### src/hdl/boe_pkg.sv
// Package for the BER object identifier encoder: request/result types,
// microcode word and step types, control ROM and digit helpers. No dependencies.
`timescale 1ns / 1ps

package boe_pkg;

  localparam int MAX_SUBIDS = 12;
  localparam int IDX_W      = $clog2(MAX_SUBIDS);
  localparam int CNT_W      = $clog2(MAX_SUBIDS + 1);
  localparam int MAX_DIGITS = 5;
  localparam int POS_W      = 3;
  localparam int LEN_W      = $clog2(MAX_SUBIDS * MAX_DIGITS + 1);
  localparam int DIGIT_BITS = 7;
  localparam logic [7:0] MORE_BIT   = 8'h80;
  localparam logic [6:0] DIGIT_MASK = 7'h7F;

  typedef struct packed {
    logic [31:0] subid;
    logic [7:0]  tag;
    logic        is_last;
  } req_t;

  typedef struct packed {
    logic [7:0] out_byte;
    logic       end_of_run;
    logic       overflow;
  } result_t;

  typedef enum logic [2:0] {
    STEP_IDLE,
    STEP_SUM,
    STEP_TAG,
    STEP_LEN,
    STEP_DIGIT
  } step_t;

  typedef enum logic [1:0] {
    COND_ALWAYS,
    COND_LAST_REQ,
    COND_MORE_SUBIDS,
    COND_MORE_DIGITS
  } cond_t;

  typedef struct packed {
    logic  take_req;
    logic  sum_en;
    logic  emit_tag;
    logic  emit_len;
    logic  emit_digit;
    cond_t cond;
    step_t on_true;
    step_t on_false;
  } ctrl_t;

  // Control program: one word per step.
  function automatic ctrl_t rom_word(step_t s);
    ctrl_t w;
    w = '0;
    unique case (s)
      STEP_IDLE: begin
        w.take_req = 1'b1;
        w.cond     = COND_LAST_REQ;
        w.on_true  = STEP_SUM;
        w.on_false = STEP_IDLE;
      end
      STEP_SUM: begin
        w.sum_en   = 1'b1;
        w.cond     = COND_MORE_SUBIDS;
        w.on_true  = STEP_SUM;
        w.on_false = STEP_TAG;
      end
      STEP_TAG: begin
        w.emit_tag = 1'b1;
        w.cond     = COND_ALWAYS;
        w.on_true  = STEP_LEN;
        w.on_false = STEP_LEN;
      end
      STEP_LEN: begin
        w.emit_len = 1'b1;
        w.cond     = COND_ALWAYS;
        w.on_true  = STEP_DIGIT;
        w.on_false = STEP_DIGIT;
      end
      STEP_DIGIT: begin
        w.emit_digit = 1'b1;
        w.cond       = COND_MORE_DIGITS;
        w.on_true    = STEP_DIGIT;
        w.on_false   = STEP_IDLE;
      end
      default: begin
        w.cond     = COND_ALWAYS;
        w.on_true  = STEP_IDLE;
        w.on_false = STEP_IDLE;
      end
    endcase
    return w;
  endfunction

  // Minimal number of base-128 digits of a value.
  function automatic logic [POS_W-1:0] digit_count(logic [31:0] v);
    logic [POS_W-1:0] n;
    if (v[31:28] != '0)      n = POS_W'(5);
    else if (v[27:21] != '0) n = POS_W'(4);
    else if (v[20:14] != '0) n = POS_W'(3);
    else if (v[13:7] != '0)  n = POS_W'(2);
    else                     n = POS_W'(1);
    return n;
  endfunction

  // Base-128 digit at a position, zero being the least significant.
  function automatic logic [6:0] digit_at(logic [31:0] v, logic [POS_W-1:0] p);
    logic [6:0] d;
    case (p)
      POS_W'(0): d = v[6:0];
      POS_W'(1): d = v[13:7];
      POS_W'(2): d = v[20:14];
      POS_W'(3): d = v[27:21];
      default:   d = {3'b000, v[31:28]};
    endcase
    return d & DIGIT_MASK;
  endfunction

endpackage

### src/hdl/ber_oid_encoder.sv
// Top level of the BER object identifier encoder: a microcoded sequencer
// over a small subidentifier store. Depends on boe_pkg.
//
//   channel   ports                      handshake
//   request   start, busy, request       taken when start && !busy
//   result    strobe, result             one octet per cycle, no stall
//
// A request that is not last only loads the store. A last request is
// loaded, then the length sum steps once per stored subidentifier, then
// the tag and length octets go out, then the content octets at one per
// cycle from the digit step. Results leave through an output register,
// in the cycle after their step. Reset empties the store count and
// clears the overflow flag; the receiver cannot stall the result stream.
`timescale 1ns / 1ps

module ber_oid_encoder (
  input  logic             clk,
  input  logic             rst,
  input  logic             start,
  output logic             busy,
  input  boe_pkg::req_t    request,
  output logic             strobe,
  output boe_pkg::result_t result
);
  import boe_pkg::*;

  logic [31:0]      store [MAX_SUBIDS];
  logic [CNT_W-1:0] count;
  logic             dropped;
  step_t            step;
  step_t            step_next;
  logic [IDX_W-1:0] idx;
  logic [POS_W-1:0] pos;
  logic [LEN_W-1:0] total;
  logic [7:0]       tag;

  ctrl_t            ctrl;
  logic             accept;
  logic [31:0]      cur;
  logic [POS_W-1:0] dc;
  logic [IDX_W-1:0] idx_inc;
  logic             more_sub;
  logic             last_digit;
  logic             emit;
  result_t          emit_res;

  // Decode the current control word and common datapath terms
  assign ctrl       = rom_word(step);
  assign busy       = (step != STEP_IDLE);
  assign accept     = ctrl.take_req && start;
  assign cur        = store[idx];
  assign dc         = digit_count(cur);
  assign idx_inc    = idx + 1'b1;
  assign more_sub   = ({1'b0, idx_inc} < {{(IDX_W + 1 - CNT_W){1'b0}}, count});
  assign last_digit = (pos == dc - 1'b1);

  // Next step: evaluate the jump condition of the control word
  always_comb begin
    logic c;
    c = 1'b0;
    unique case (ctrl.cond)
      COND_ALWAYS:      c = 1'b1;
      COND_LAST_REQ:    c = accept && request.is_last;
      COND_MORE_SUBIDS: c = more_sub;
      COND_MORE_DIGITS: c = !(last_digit && !more_sub);
      default:          c = 1'b0;
    endcase
    step_next = c ? ctrl.on_true : ctrl.on_false;
  end

  // Output octet selection for the current step
  always_comb begin
    emit     = 1'b0;
    emit_res = '0;
    emit_res.overflow = dropped;
    if (ctrl.emit_tag) begin
      emit              = 1'b1;
      emit_res.out_byte = tag;
    end else if (ctrl.emit_len) begin
      emit              = 1'b1;
      emit_res.out_byte = 8'(total);
    end else if (ctrl.emit_digit) begin
      emit              = 1'b1;
      emit_res.out_byte = {1'b0, digit_at(cur, dc - 1'b1 - pos)}
                          | (last_digit ? 8'h00 : MORE_BIT);
      emit_res.end_of_run = last_digit && !more_sub;
    end
  end

  // Advance the step counter and control state
  always_ff @(posedge clk) begin
    if (rst) begin
      step    <= STEP_IDLE;
      count   <= '0;
      dropped <= 1'b0;
      strobe  <= 1'b0;
    end else begin
      step   <= step_next;
      strobe <= emit;
      if (accept) begin
        if (count < CNT_W'(MAX_SUBIDS)) begin
          count <= count + 1'b1;
        end else begin
          dropped <= 1'b1;
        end
      end
      // Empty the store after the final octet
      if (ctrl.emit_digit && last_digit && !more_sub) begin
        count   <= '0;
        dropped <= 1'b0;
      end
    end
  end

  // Register the result, hold the tag, store subidentifiers, sum the length and run the index and digit counters
  always_ff @(posedge clk) begin
    result <= emit_res;
    if (accept && count < CNT_W'(MAX_SUBIDS)) begin
      store[count[IDX_W-1:0]] <= request.subid;
    end
    if (accept) begin
      tag   <= request.tag;
      idx   <= '0;
      pos   <= '0;
      total <= '0;
    end
    if (ctrl.sum_en) begin
      total <= total + LEN_W'(dc);
      idx   <= more_sub ? idx_inc : '0;
    end
    if (ctrl.emit_digit) begin
      if (last_digit) begin
        pos <= '0;
        idx <= idx_inc;
      end else begin
        pos <= pos + 1'b1;
      end
    end
  end

endmodule

### config.mk
export PLATFORM = sky130hd
export DESIGN_NAME = ber_oid_encoder
export DESIGN_NICKNAME = d
export VERILOG_FILES = /design/src/hdl/boe_pkg.sv /design/src/hdl/ber_oid_encoder.sv
export SDC_FILE = /design/constraint.sdc
export NUM_CORES = 1
export LEC_CHECK = 0
export BUFFER_PORTS_ARGS = -buffer_cell sky130_fd_sc_hd__buf_2
export CORE_AREA = 2 2 180 217
export DETAILED_ROUTE_END_ITERATION = 16
export DIE_AREA = 0 0 182 219
export PLACE_DENSITY = 0.6
export REMOVE_ABC_BUFFERS = 1
export SKIP_CTS_REPAIR_TIMING = 1
export SYNTH_ARGS = -nofsm -noshare
export SYNTH_HDL_FRONTEND = slang
export SYNTH_SLANG_ARGS = --single-unit
export TNS_END_PERCENT = 10
### constraint.sdc
create_clock -name clk -period 6.2 [get_ports clk]
set_input_delay 0.31 -clock clk [delete_from_list [all_inputs] [get_ports clk]]
set_output_delay 0.31 -clock clk [all_outputs]
set_load 0.02 [all_outputs]
==> metrics <==
Post-Syn Instances 860; IO Pins 56; initial antenna violation count 2; Final TNS setup 0 ns; Crit path largest cell delay 0.77 ns; GR Overflow Total 0; outcome complete, no violations; global-route usage over all layers 18.63%; Fin. Hold Viols 0; critical path type flop to flop; TritonRoute pass-1 iters 5; P_sw 1.465 mW; DR iter-0 viols 689; post-route minimum period 4.668 ns; worst hold path class input port to flop; async set or reset register ratio after synthesis 0%; vias in the first global route 8348; Vias per Instance 5.664; commonest non-fill, non-tap cells in the layout edfxtp_1 (401), mux4_2 (97), nand2_1 (61); Sw Ratio 22.21%; crit share post-route 75.30%; combinational power share 9.7%; startpoint types flop; Slew Viols, Final 0; clk_skew 0.01739 ns; total power 6.595 mW; final WL 36620 um; Power Dens Cells 344.2 mW/mm2; # clock sinks 424; commonest non-fill, non-tap cell in the layout edfxtp_1; Cell Area, Placed 0.01762 mm2; Mapped Area 0.01683 mm2; Int Power 5.130 mW; Least-Margin Pin Slew 1.169 ns; CP bufs+invs 0; final non-filler cell total 1454; CTS tree built; RSZ-0062 raised after global routing no; post-route setup slack 1.532 ns; DPL Wire Length 20120 um; DR WL/cell 25.19 um; CP required 6.65 ns; first-pass GRT wire length 54290 um; finished layout cell area 0.01916 mm2; Clock Tree Root clkbuf_16; pre-CTS setup slack 1.552 ns; Static Leakage 6.172 nW; Flop pwr share 49.9%; mean post-synth cell area 19.57 um2; Fmax 214.2 MHz; yosys warns 0; WHS 0.07962 ns; clock slew at reported path FFs 0.07 ns; clk buf depth 3; share of layout cells above drive strength 1 27.54%; Rows 78; die footprint 0.03986 mm2; Setup Viol. Count Final 0; top_reg_cell synth edfxtp_1; vias 8236; largest net degree at the start of global routing 59; Chip Height 219 um; most used cell, CP a211oi_1; Nets 1001; Initial Utilization 44.67%; Final Util 50.86%; residual DRC count 0; slew margin rel. 22.05%; Post-synth EDFFs 401; core area 0.03767 mm2; critical path arrival 5.12 ns; Seq/Total Area, Yosys 74.29%; H-tree Lvls 2; Crit Path Max Fanout 38; port bufs 55; GPL Wtd Cong 0.8333; CP Cell Sequence mux4_2 > mux2_2 > mux2i_1 > nand4_1 > and4b_1 > o21ai_0 > a21o_1 > ha_1 > fa_1 > nand2_1 > a311oi_1 > a211oi_1 > a211oi_1; clk_lat worst skew 0.55 ns; die width 182 um; flop and latch count out of synthesis 424; placed cell count 1368; worst vdd ir 171.7 uV; distinct cell type count after synthesis 50; Num CTS Buffers 42; max cap viols 0; Crit path max-delay family multiplexers; slowest stage cell, crit path dfxtp_4; Final ANT Viol Nets 0; crit end category flop; clock power share 40.4%; Syn-to-layout area delta 13.84%
-- worst register-to-register path, delay by kind of cell (launching register included) --
kind	cells	cell delay, ns
AOI/OAI and AO/OA	5	1.13
adders and majority gates	2	0.94
DFF	1	0.77
muxes	3	1.16
and+or+nand+nor	3	0.58
-- area by class of cell --
class | instances | area [um2]
repair buffers | 79 | 515.5
clock buffers | 51 | 1106
inverters | 15 | 56.30
flip-flops and latches | 424 | 12510
well taps | 480 | 600.6
multi-input cells | 379 | 4030
diodes | 1 | 2.502
clock inverters | 25 | 335.3
fillers | 3006 | 18510
-- final timing paths --
check        slack, ns  cells past startpoint                     to            startpoint
min               0.08                      1  store[7][8]$_DFFE_PP_           request[17]
min reg2reg       0.35                      0      result[0]$_DFF_P_  dropped$_SDFFE_PP0P_
max reg2reg       1.53                     13      result[7]$_DFF_P_        idx[1]$_DFF_P_
max               1.53                     13      result[7]$_DFF_P_        idx[1]$_DFF_P_
-- registers in the layout, summed over array words and instances, names as in the netlist --
signal / flops
strobe: 1
store: 384
dropped: 1
pos: 3
idx: 4
total: 6
tag: 8
step: 3
count: 4
result: 10
-- power by group through the flow --
stage | combinational, mW | clock, mW | sequential (mW)
after floorplan | 0.411 | 0 | 3.37
after global placement | 0.636 | 0 | 3.35
after detailed placement | 0.641 | 0 | 3.35
after CTS | 0.645 | 2.71 | 3.29
after global routing | 0.696 | 2.82 | 3.30
final | 0.640 | 2.66 | 3.29
-- cells by family after synthesis --
kind of cell	count (synthesis)	share of synthesized area [%]
and+or+nand+nor	134	3.695
AOI/OAI and AO/OA	96	3.703
xor gates and xnor gates	11	0.6172
adders and majority gates	16	1.279
muxes	122	14.57
DFF	424	74.29
buffers and inverters	57	1.851
-- layer usage --
layer | up-vias | part of all wire, % | track usage [%]
met5 | - | 0.035 | 0
met4 | 2 | 2.1 | 5.188
met3 | 49 | 3.9 | 3.186
met2 | 187 | 50 | 31.09
met1 | 4358 | 44 | 25.52
li1 | 3640 | - | -
-- cell usage after synthesis, drive strengths merged (3+ instances only) --
cell type | count | area [um2]
a21oi | 50 | 254.0
a2bb2oi | 4 | 35.03
a31o | 5 | 43.79
and2 | 15 | 93.84
buf | 31 | 214.0
clkbuf | 11 | 41.29
dfxtp | 23 | 460.4
edfxtp | 401 | 12040
ha | 14 | 175.2
inv | 15 | 56.30
mux2 | 13 | 146.4
mux2i | 12 | 120.1
mux4 | 97 | 2185
nand2 | 61 | 229.0
nand2b | 9 | 56.30
nand3 | 3 | 15.01
nand4 | 4 | 31.28
nor2 | 24 | 90.09
nor3 | 11 | 55.05
o21ai | 10 | 50.05
o221ai | 8 | 70.07
xnor2 | 7 | 61.31
xor2 | 4 | 42.55
Power figures use the tool's default switching activity.
